### config.mk
export PLATFORM = sky130hd
export DESIGN_NAME = html_entity_unescape
export DESIGN_NICKNAME = d
export VERILOG_FILES = /design/src/hteu_pkg.sv /design/src/hteu_front.sv /design/src/hteu_queue.sv /design/src/hteu_back.sv /design/src/html_entity_unescape.sv
export VERILOG_INCLUDE_DIRS = /design/src /design/src/src
export SDC_FILE = /design/constraint.sdc
export NUM_CORES = 1
export LEC_CHECK = 0
export BUFFER_PORTS_ARGS = -buffer_cell sky130_fd_sc_hd__clkbuf_2
export CORE_MARGIN = 1
export CORE_UTILIZATION = 67
export CTS_CLUSTER_SIZE = 16
export DETAILED_ROUTE_END_ITERATION = 16
export PLACE_DENSITY = 0.85
export RECOVER_POWER = 50
export SYNTH_ARGS = -nofsm -noshare
export SYNTH_HDL_FRONTEND = slang
export SYNTH_SLANG_ARGS = --single-unit
### constraint.sdc
create_clock -name clk -period 9.4 [get_ports clk]
set_input_delay 1.88 -clock clk [delete_from_list [all_inputs] [get_ports clk]]
set_output_delay 1.88 -clock clk [all_outputs]
set_load 0.02 [all_outputs]
### src/html_entity_unescape_assert.svh
// Assertion macros shared by the entity unescaper modules.
`ifndef HTML_ENTITY_UNESCAPE_ASSERT_SVH
`define HTML_ENTITY_UNESCAPE_ASSERT_SVH

// Property holds at every clock edge outside reset.
`define HTEU_ASSERT(lbl, clk, rst_n, prop) \
	lbl: assert property (@(posedge clk) disable iff (!rst_n) prop) \
		else $error("html_entity_unescape: property violated");

// Condition must never be seen outside reset.
`define HTEU_NEVER(lbl, clk, rst_n, cond) \
	lbl: assert property (@(posedge clk) disable iff (!rst_n) !(cond)) \
		else $error("html_entity_unescape: forbidden condition");

`endif

### src/hteu_pkg.sv
// Types and constants for the HTML entity unescaper.
`default_nettype none

package hteu_pkg;

	localparam int HOLD_DEPTH  = 5;
	localparam int MAX_OUT     = 6;
	localparam int NUM_ENT     = 6;
	localparam int ENT_LEN_MAX = 5;

	typedef logic [7:0] byte_t;
	typedef logic [2:0] cnt_t;

	localparam byte_t AMP = 8'h26;

	// entity names after the ampersand, zero padded
	localparam byte_t ENT_TEXT [NUM_ENT][ENT_LEN_MAX] = '{
		'{8'h6C, 8'h74, 8'h3B, 8'h00, 8'h00},
		'{8'h67, 8'h74, 8'h3B, 8'h00, 8'h00},
		'{8'h61, 8'h6D, 8'h70, 8'h3B, 8'h00},
		'{8'h23, 8'h33, 8'h39, 8'h3B, 8'h00},
		'{8'h23, 8'h34, 8'h37, 8'h3B, 8'h00},
		'{8'h71, 8'h75, 8'h6F, 8'h74, 8'h3B}
	};
	localparam cnt_t  ENT_LEN  [NUM_ENT] = '{3'd3, 3'd3, 3'd4, 3'd4, 3'd4, 3'd5};
	localparam byte_t ENT_CHAR [NUM_ENT] = '{8'h3C, 8'h3E, 8'h26, 8'h27, 8'h2F, 8'h22};

	// one queued job: the output words caused by one input word
	typedef struct packed {
		byte_t [MAX_OUT-1:0] bytes;
		cnt_t                cnt;
		logic                eot;
	} job_t;

endpackage

`default_nettype wire

### src/hteu_front.sv
// Front end: holds entity candidates, classifies each input word into a job.
`default_nettype none

`include "html_entity_unescape_assert.svh"

module hteu_front import hteu_pkg::*; (
	input  wire   clk,
	input  wire   arst_n,
	input  wire   push,
	output logic  full,
	input  byte_t in_byte,
	input  wire   end_of_text,
	input  wire   q_full,
	output logic  job_push,
	output job_t  job
);

	cnt_t  cnt_q;
	cnt_t  cnt_nxt;
	byte_t held_q [1:HOLD_DEPTH-1];
	byte_t cand [HOLD_DEPTH];
	logic  complete;
	logic  prefix;
	byte_t comp_char;
	logic  wr_hold;
	logic  accept;
	logic  ent_ok [NUM_ENT];

	assign full   = q_full;
	assign accept = push && !q_full;

	// candidate = held bytes after the ampersand, then the new byte
	always_comb begin
		for (int i = 0; i < HOLD_DEPTH - 1; i++) begin
			cand[i] = (3'(i + 1) < cnt_q) ? held_q[i + 1] : in_byte;
		end
		cand[HOLD_DEPTH-1] = in_byte;
	end

	always_comb begin
		complete  = 1'b0;
		prefix    = 1'b0;
		comp_char = AMP;
		for (int k = 0; k < NUM_ENT; k++) begin
			ent_ok[k] = (cnt_q <= ENT_LEN[k]);
			for (int i = 0; i < ENT_LEN_MAX; i++) begin
				if (3'(i) < cnt_q && cand[i] != ENT_TEXT[k][i])
					ent_ok[k] = 1'b0;
			end
			if (ent_ok[k]) begin
				if (cnt_q == ENT_LEN[k]) begin
					complete  = 1'b1;
					comp_char = ENT_CHAR[k];
				end else begin
					prefix = 1'b1;
				end
			end
		end
	end

	// job lanes: '&', held bytes, new byte; a completed entity uses lane 0 only
	always_comb begin
		job.eot      = end_of_text;
		job.bytes[0] = (cnt_q == 3'd0) ? in_byte : AMP;
		for (int i = 1; i < HOLD_DEPTH; i++) begin
			job.bytes[i] = (3'(i) < cnt_q) ? held_q[i] : in_byte;
		end
		job.bytes[MAX_OUT-1] = in_byte;
		wr_hold = 1'b0;
		cnt_nxt = 3'd0;
		job.cnt = 3'd0;
		priority if (cnt_q == 3'd0) begin
			if (in_byte == AMP) begin
				cnt_nxt = 3'd1;
				job.cnt = end_of_text ? 3'd1 : 3'd0;
			end else begin
				job.cnt = 3'd1;
			end
		end else if (complete) begin
			job.bytes[0] = comp_char;
			job.cnt      = 3'd1;
		end else if (prefix && cnt_q < 3'(HOLD_DEPTH)) begin
			wr_hold = 1'b1;
			cnt_nxt = cnt_q + 3'd1;
			job.cnt = end_of_text ? cnt_q + 3'd1 : 3'd0;
		end else begin
			// broken prefix; an ampersand not at end of text restarts the held run
			if (in_byte == AMP && !end_of_text) begin
				cnt_nxt = 3'd1;
				job.cnt = cnt_q;
			end else begin
				job.cnt = cnt_q + 3'd1;
			end
		end
		if (end_of_text)
			cnt_nxt = 3'd0;
	end

	assign job_push = accept && (job.cnt != 3'd0);

	always_ff @(posedge clk or negedge arst_n) begin
		if (!arst_n) begin
			cnt_q <= 3'd0;
		end else if (accept) begin
			cnt_q <= cnt_nxt;
		end
	end

	always_ff @(posedge clk) begin
		for (int i = 1; i < HOLD_DEPTH; i++) begin
			if (accept && wr_hold && cnt_q == 3'(i))
				held_q[i] <= in_byte;
		end
	end

	`HTEU_NEVER(held_cnt_range, clk, arst_n, cnt_q > 3'(HOLD_DEPTH))
	`HTEU_ASSERT(eot_flushes, clk, arst_n, (accept && end_of_text) |=> (cnt_q == 3'd0))
	`HTEU_NEVER(push_into_full, clk, arst_n, job_push && q_full)

endmodule

`default_nettype wire

### src/hteu_queue.sv
// Short job queue between the classifying front end and the output back end.
`default_nettype none

`include "html_entity_unescape_assert.svh"

module hteu_queue import hteu_pkg::*; #(
	parameter int DEPTH = 2
) (
	input  wire   clk,
	input  wire   arst_n,
	input  wire   wr_en,
	input  job_t  wr_data,
	output logic  full,
	input  wire   rd_en,
	output job_t  rd_data,
	output logic  empty
);

	localparam int AW = (DEPTH > 1) ? $clog2(DEPTH) : 1;
	localparam int CW = $clog2(DEPTH + 1);

	job_t          mem_q [DEPTH];
	logic [AW-1:0] wr_ptr_q;
	logic [AW-1:0] rd_ptr_q;
	logic [CW-1:0] count_q;
	logic          do_wr;
	logic          do_rd;

	assign full    = (count_q == CW'(DEPTH));
	assign empty   = (count_q == '0);
	assign do_wr   = wr_en && !full;
	assign do_rd   = rd_en && !empty;
	assign rd_data = mem_q[rd_ptr_q];

	always_ff @(posedge clk or negedge arst_n) begin
		if (!arst_n) begin
			wr_ptr_q <= '0;
			rd_ptr_q <= '0;
			count_q  <= '0;
		end else begin
			if (do_wr)
				wr_ptr_q <= (wr_ptr_q == AW'(DEPTH - 1)) ? '0 : wr_ptr_q + AW'(1);
			if (do_rd)
				rd_ptr_q <= (rd_ptr_q == AW'(DEPTH - 1)) ? '0 : rd_ptr_q + AW'(1);
			if (do_wr && !do_rd)
				count_q <= count_q + CW'(1);
			else if (do_rd && !do_wr)
				count_q <= count_q - CW'(1);
		end
	end

	always_ff @(posedge clk) begin
		if (do_wr)
			mem_q[wr_ptr_q] <= wr_data;
	end

	`HTEU_NEVER(count_overflow, clk, arst_n, count_q > CW'(DEPTH))

endmodule

`default_nettype wire

### src/hteu_back.sv
// Back end: plays out the words of each job in turn, one word per pop.
`default_nettype none

`include "html_entity_unescape_assert.svh"

module hteu_back import hteu_pkg::*; (
	input  wire   clk,
	input  wire   arst_n,
	input  wire   q_empty,
	input  job_t  q_data,
	output logic  q_pop,
	output logic  empty,
	input  wire   pop,
	output byte_t out_byte,
	output logic  run_last,
	output logic  text_end
);

	job_t cur_q;
	cnt_t idx_q;
	logic busy_q;
	logic last;
	logic load;

	assign last     = (idx_q == cur_q.cnt - 3'd1);
	assign load     = !busy_q || (pop && last);
	assign q_pop    = load && !q_empty;
	assign empty    = !busy_q;
	assign out_byte = cur_q.bytes[idx_q];
	assign run_last = last;
	assign text_end = last && cur_q.eot;

	always_ff @(posedge clk or negedge arst_n) begin
		if (!arst_n) begin
			busy_q <= 1'b0;
			idx_q  <= 3'd0;
		end else if (load) begin
			busy_q <= !q_empty;
			idx_q  <= 3'd0;
		end else if (pop) begin
			idx_q <= idx_q + 3'd1;
		end
	end

	always_ff @(posedge clk) begin
		if (q_pop)
			cur_q <= q_data;
	end

	`HTEU_ASSERT(job_in_range, clk, arst_n,
		busy_q |-> (cur_q.cnt != 3'd0 && idx_q < cur_q.cnt))
	`HTEU_ASSERT(load_sets_busy, clk, arst_n, q_pop |=> busy_q)

endmodule

`default_nettype wire

### src/html_entity_unescape.sv
// The first word caused by an input word is registered in the job queue and then in cur_q.
// Throughput: one input word per cycle while the job queue has room; the back end
// sends one output word per cycle while pop is high; a job of k results takes k pops.
// Entity bytes held in the front end give no output until the run resolves.
// Reset: held run cleared, job queue and output register empty.
`default_nettype none

module html_entity_unescape import hteu_pkg::*; #(
	parameter int QUEUE_DEPTH = 2
) (
	input  wire   clk,
	input  wire   arst_n,
	input  wire   push,
	output logic  full,
	input  byte_t in_byte,
	input  wire   end_of_text,
	output logic  empty,
	input  wire   pop,
	output byte_t out_byte,
	output logic  run_last,
	output logic  text_end
);

	logic job_push;
	job_t job_in;
	logic q_full;
	logic q_empty;
	logic q_pop;
	job_t job_out;

	hteu_front u_front (
		.clk        (clk),
		.arst_n     (arst_n),
		.push       (push),
		.full       (full),
		.in_byte    (in_byte),
		.end_of_text(end_of_text),
		.q_full     (q_full),
		.job_push   (job_push),
		.job        (job_in)
	);

	hteu_queue #(
		.DEPTH(QUEUE_DEPTH)
	) u_queue (
		.clk    (clk),
		.arst_n (arst_n),
		.wr_en  (job_push),
		.wr_data(job_in),
		.full   (q_full),
		.rd_en  (q_pop),
		.rd_data(job_out),
		.empty  (q_empty)
	);

	hteu_back u_back (
		.clk     (clk),
		.arst_n  (arst_n),
		.q_empty (q_empty),
		.q_data  (job_out),
		.q_pop   (q_pop),
		.empty   (empty),
		.pop     (pop),
		.out_byte(out_byte),
		.run_last(run_last),
		.text_end(text_end)
	);

endmodule

`default_nettype wire
**After elaboration in Yosys (flattened, before gate mapping)**

Memory sizes are Yosys's and may differ from the RTL's. A register that Yosys moved wholly into a read port is not among the register bits.
Cells that the tools add are included.

- Bits of input ports: 13
- Output and inout bits: 12
- Memory bits (writable): 136
- Flip-flop bits (word level): 11
- Word-level logic and storage cells: 219
- Memories: 2

Memories:

| name | words | bits a word | rd ports | clocked after Yosys merged registers in | write ports | line | source |
|---|---|---|---|---|---|---|---|
| u_queue.mem_q | 2 | 52 | 1 | 1 | 1 | hteu_queue.sv:22 | `job_t mem_q [DEPTH];` |
| u_front.held_q | 4 | 8 | 4 | 0 | 1 | hteu_front.sv:20 | `byte_t held_q [1:HOLD_DEPTH-1];` |

- Add/sub/neg operators: 7
- Equal/unequal tests: 26
- Multiplexer cells: 115
- Reductions and logical operators: 53
- Order comparisons: 10

Operators by type and width:

| operator | number |
|---|---|
| 2-to-1 mux 8 bit | 22 |
| inequality test 8 x 7 -> 1 bit (second input constant) | 10 |
| 2-to-1 mux 1 bit | 74 |
| inequality test 8 x 6 -> 1 bit (second input constant) | 8 |
| 2-to-1 mux 3 bit | 15 |
| logical AND 1 bit | 36 |
| binary-select mux 8 bit (select 3 bit) | 1 |
| OR reduction 8 bit | 3 |
| nonzero test 8 bit | 2 |
| equality test 8 x 6 -> 1 bit (second input constant) | 1 |
| adder 3 x 1 -> 3 bit (second input constant) | 2 |
| equality test 3 x 2 -> 1 bit (second input constant) | 2 |
| equality test 3 bit (second input constant) | 2 |
| less-or-equal comparator 3 bit (second input constant) | 2 |
| logical NOT 1 bit | 6 |
| < comparator 1 x 3 -> 1 bit (first input constant) | 2 |
| < comparator 2 x 3 -> 1 bit (first input constant) | 2 |
| 2-to-1 mux 5 bit | 1 |
| < comparator 3 x 4 -> 1 bit (second input constant) | 1 |
| 2-to-1 mux 2 bit | 2 |
| nonzero test 2 bit | 2 |
| equality test 3 x 1 -> 1 bit (second input constant) | 1 |
| equality test 3 bit | 1 |
| less-or-equal comparator 3 x 2 -> 1 bit (second input constant) | 1 |
| 11 further kinds | 12 |

**Longest topological paths before layout**

- Depth after elaboration: 32
- Gate-level depth with buffers: 18
- Mapped depth without buffers: 14

**By module**

A second synthesis with hierarchy kept.

- Cell total of the unflattened synthesis: 631
- Area total of the unflattened synthesis: 9419.0 µm²

Modules (own cells, without submodules):

| module | times used | cells each | sequential area each (µm²) | area an instance (µm²) |
|---|---|---|---|---|
| hteu_queue | 1 | 181 | 3223.1 | 4200.3 |
| hteu_front | 1 | 324 | 1036.0 | 2909.0 |
| hteu_back | 1 | 126 | 1661.6 | 2309.7 |

**Worst setup path before layout**

No wires, ideal clock.

- Path type: input to register
- Start point: input port in_byte[5]
- End point: memory u_queue.mem_q[0][0] in the netlist's numbering, enable pin
- Setup time: 468 ps
- Data required time: 8932 ps
- Stages on the path: 11
- Slack: 2376 ps
- Buffers on the path: 2
- Arrival: 6556 ps
- Cell sequence: clkbuf_1 > nor4bb_1 > mux2_2 > a41o_1 > mux2i_1 > nor2_1 > or4_1 > buf_2 > o21bai_1 > o22ai_2 > nor2b_1

- Word-level cells in the longest chain between the ends: 28
- Elaborated cells on any way between the ends: 108
- Classes of those cells: eq/ne (19); mux (62); reduce/logical (27)

RTL lines:

| what | line | source |
|---|---|---|
| start, declared | html_entity_unescape.sv:15 | `input byte_t in_byte,` |
| 2-to-1 mux 8 bit | hteu_front.sv:35 | `cand[i] = (3'(i + 1) < cnt_q) ? held_q[i + 1] : in_byte;` |
| inequality test 8 x 7 -> 1 bit | hteu_front.sv:47 | `if (3'(i) < cnt_q && cand[i] != ENT_TEXT[k][i])` |
| logical AND 1 bit | hteu_front.sv:47 |  |
| 2-to-1 mux 1 bit (5 in series) | hteu_front.sv:47 |  |
| 2-to-1 mux 1 bit | hteu_front.sv:50 | `if (ent_ok[k]) begin` |
| 2-to-1 mux 1 bit | hteu_front.sv:51 | `if (cnt_q == ENT_LEN[k]) begin` |
| 2-to-1 mux 1 bit | hteu_front.sv:50 |  |
| 2-to-1 mux 1 bit | hteu_front.sv:51 |  |
| [9 not listed] | n/a |  |
| 2-to-1 mux 3 bit | hteu_front.sv:79 | `end else if (complete) begin` |
| 2-to-1 mux 3 bit (*) | hteu_front.sv:72 | `priority if (cnt_q == 3'd0) begin` |
| nonzero test 3 bit (*) | hteu_front.sv:99 | `assign job_push = accept && (job.cnt != 3'd0);` |
| logical AND 1 bit (*) | hteu_front.sv:99 |  |
| logical AND 1 bit (*) | hteu_queue.sv:31 | `assign do_wr = wr_en && !full;` |
| via u_queue.do_wr | hteu_queue.sv:26 | `logic do_wr;` |
| 2-to-1 mux 1 bit (*) | hteu_queue.sv:53 | `if (do_wr)` |
| 2-to-1 mux 1 bit (not written as such) (*) | hteu_queue.sv:54 | `mem_q[wr_ptr_q] <= wr_data;` |
| end, declared | hteu_queue.sv:22 |  |

The timed path passes the listed nets; every way through them passes the cells marked *.

**Final worst setup path**

- Start point: input port in_byte[0]
- End point: memory u_queue.mem_q[0][9] in the netlist's numbering, enable pin

The elaborated chain is that of the path after synthesis.

==> metrics <==
status finished with violations; failing checks capacitance limit, slew limit; cts hold-fix bufs 0; flops & latches, synth 199; final WL 20.5 mm; synth top area cells edfxtp_1, mux2_2, dfrtp_1; Leakage Power 3.34 nW; highest clock rate 0.168 GHz; Initial DRC Count 711; initial antenna violation count 0; post-synth top area share 64.0%; grt ovf 0; Adder-Cell Fraction of Synth Area 1.28%; Post-Synth Simple-Gate Area 11.0%; worst skew pair latency 0.44 ns; post-cts resize count 0; crit-path max cell delay 0.70 ns; XOR/XNOR Fraction of Synth Area 0.893%; Initial Util 69.4%; Die X 117 µm; crit path cell chain clkbuf_1 -> nor4bb_1 -> mux2_2 -> a41o_1 -> mux2i_1 -> nor2_1 -> or4_1 -> o21bai_1 -> o22ai_2 -> nor2b_4 -> buf_4; CP Capture Type flip-flop; clk buf depth 2; crit path max fanout 52; CTS tree yes; vias in the first global route 5195; Filler cells 770; setup ws final 3.46 ns; Post-synth EDFFs 188; clk sinks 199; dpl ws 3.43 ns; Avg WL per Cell 25.1 µm; Compound-Gate Fraction of Synth Area 5.68%; main flop type after synthesis edfxtp_1; largest net degree at the start of global routing 54; post-route ant nets 0; RSZ-0062 raised after global routing no; Hold Violations, Final 0; first-pass GRT wire length 30.6 mm; fraction of synthesized area in multiplexers 11.9%; sequential cell area fraction in the yosys report 67.1%; Mapped Area 8830 µm²; syn_nets 634; IO Port Bufs 24; met2 wire length 9.64 mm; post-layout util 76.0%; Die Y 117 µm; # DRC 0; Hold Crit Class flip-flop to flip-flop; core area 12700 µm²; worst hold margin 0.529 ns; Total Power 2.64 mW; Worst path slowest cell clkbuf_1; Final #Nets 653; Synth async-reset ratio 5.53%; max-cap violations 2; DR top layer met4; clock root buffer clkbuf_16; die footprint 13600 µm²; largest family of logic cells by synthesized area multiplexers; post-DP HPWL 13.0 mm; DRT met1 WL 8.42 mm; skew final 0.00656 ns; CP Launch Type primary input; Synthesis Warnings 0; Max Slew Vio Count 108; CTS Buf Count 17; Synth top cells by count edfxtp_1, mux2_2, nand2_1; Final TNS setup 0 ns; number of library cell types mapped by synthesis 64; Setup Buffers After CTS 0; final non-filler cell total 816; Placer Congestion 0.995; synthesized instance count 612; Setup violations, final 0; CTS clk-pin slew, worst paths 0.07 ns; peak supply drop 0.000202 V; # diodes 0; Worst Tran Pin Value 3.15 ns; H-tree depth 4; IO Pins 25; placed inst area 9090 µm²; dpl cells 784; area of the multi-input gates 2720 µm²; Pwr per Cell Area 273 nW/µm²; cell accounting for the most synthesized area edfxtp_1; relative slew slack -110%; count leader, synth edfxtp_1; FF+latch area 5920 µm²; syn_area_per_cell 14.4 µm²; layout cells sized above 1 17.1%; CP Data Required Time 9.47 ns; Layout area overhead 9.57%; min Tclk post-route 5.94 ns; Final Cycle Share 63.2%; Vias/cell 6.68; design area 9670 µm²; DR vias 5447; Rows 41; Critical Path AT 6.01 ns; GRT Overall Usage 32.2%; critical path type primary input to flip-flop; first-pass iteration count of the detailed router 5; met3 wire length 1.50 mm
==> sequential cells by signal (all words and copies together) (netlist names) <==
name and cells:
u_back.cur_q 52, u_back.busy_q 1, u_queue.wr_ptr_q 1, u_queue.count_q 2, u_front.cnt_q 3, u_queue.mem_q 104
u_queue.rd_ptr_q 1, u_front.held_q 32, u_back.idx_q 3
==> cells by family after synthesis <==
| logic type | after synthesis |
|---|---|
| xor gates and xnor gates | 9 |
| AOI/OAI and AO/OA | 76 |
| buffers and inverters | 46 |
| and+or+nand+nor | 187 |
| adders and majority gates | 9 |
| DFF | 199 |
| muxes | 86 |
==> area by class of cell <==
type / count / share of cell area [%]
multi-input combinational: 367 / 28.2
clock inverter: 13 / 1.76
sequential: 199 / 61.2
clock buffer: 19 / 4.48
tap: 172 / 2.23
timing repair buffer: 30 / 1.51
inverter: 16 / 0.621
==> critical path, delay by kind of cell <==
family                 cells  cell delay (ns)
AO/OA/AOI/OAI              3             0.70
multiplexers               2             0.46
buffers and inverters      2             1.27
AND/OR/NAND/NOR            4             1.65
==> cell usage in the layout (no fill, tap or decap), types with 4 or more instances in the layout <==
cell and n:
and3_1 5, nor4_1 4, o21ai_0 21, clkbuf_16 17
mux2_2 45, xnor2_1 6, dfrtp_1 10, a21oi_1 12
nor3_1 12, inv_1 14, nor3b_1 4, nand2_1 67
clkbuf_2 12, mux4_2 8, a22oi_1 4, buf_4 5
ha_1 9, nand3_1 9, clkbuf_1 15, and3b_1 5
nor2_1 31, o22ai_1 5, nand4_1 10, mux2_1 24
edfxtp_1 188, mux2i_1 9, nor2b_1 6
==> layer usage <==
| layer | global-route usage [%] | up-vias |
|---|---|---|
| met2 | 48.6 | 286 |
| met3 | 5.10 | 67 |
| li1 | - | 2379 |
| met5 | 0 | - |
| met1 | 45.4 | 2715 |
| met4 | 18.1 | 0 |
==> power by group <==
group	internal (mW)	switching (mW)	leakage [nW]
sequential	1.21	0.0926	1.85
clock	0.423	0.318	0.290
combinational	0.244	0.350	1.20
total	1.88	0.760	3.34
==> path summary, 6_finish.rpt <==
path	start	to	slack, ns	depth (start not counted)
setup / recovery	in_byte[0]	u_queue.mem_q[0][9]$_DFFE_PP_	3.46	11
hold / removal	u_queue.count_q[1]$_DFFE_PN0P_	u_back.busy_q$_DFFE_PN0P_	0.53	2
setup reg to reg	u_front.cnt_q[2]$_DFFE_PN0P_	u_queue.mem_q[0][9]$_DFFE_PP_	3.93	11
hold reg to reg	u_queue.count_q[1]$_DFFE_PN0P_	u_back.busy_q$_DFFE_PN0P_	0.53	2
max in group asynchronous	arst_n	u_queue.rd_ptr_q$_DFFE_PN0P_	7.45	1
min in group asynchronous	arst_n	u_queue.rd_ptr_q$_DFFE_PN0P_	1.46	1
(Power assumes the default switching activity.)
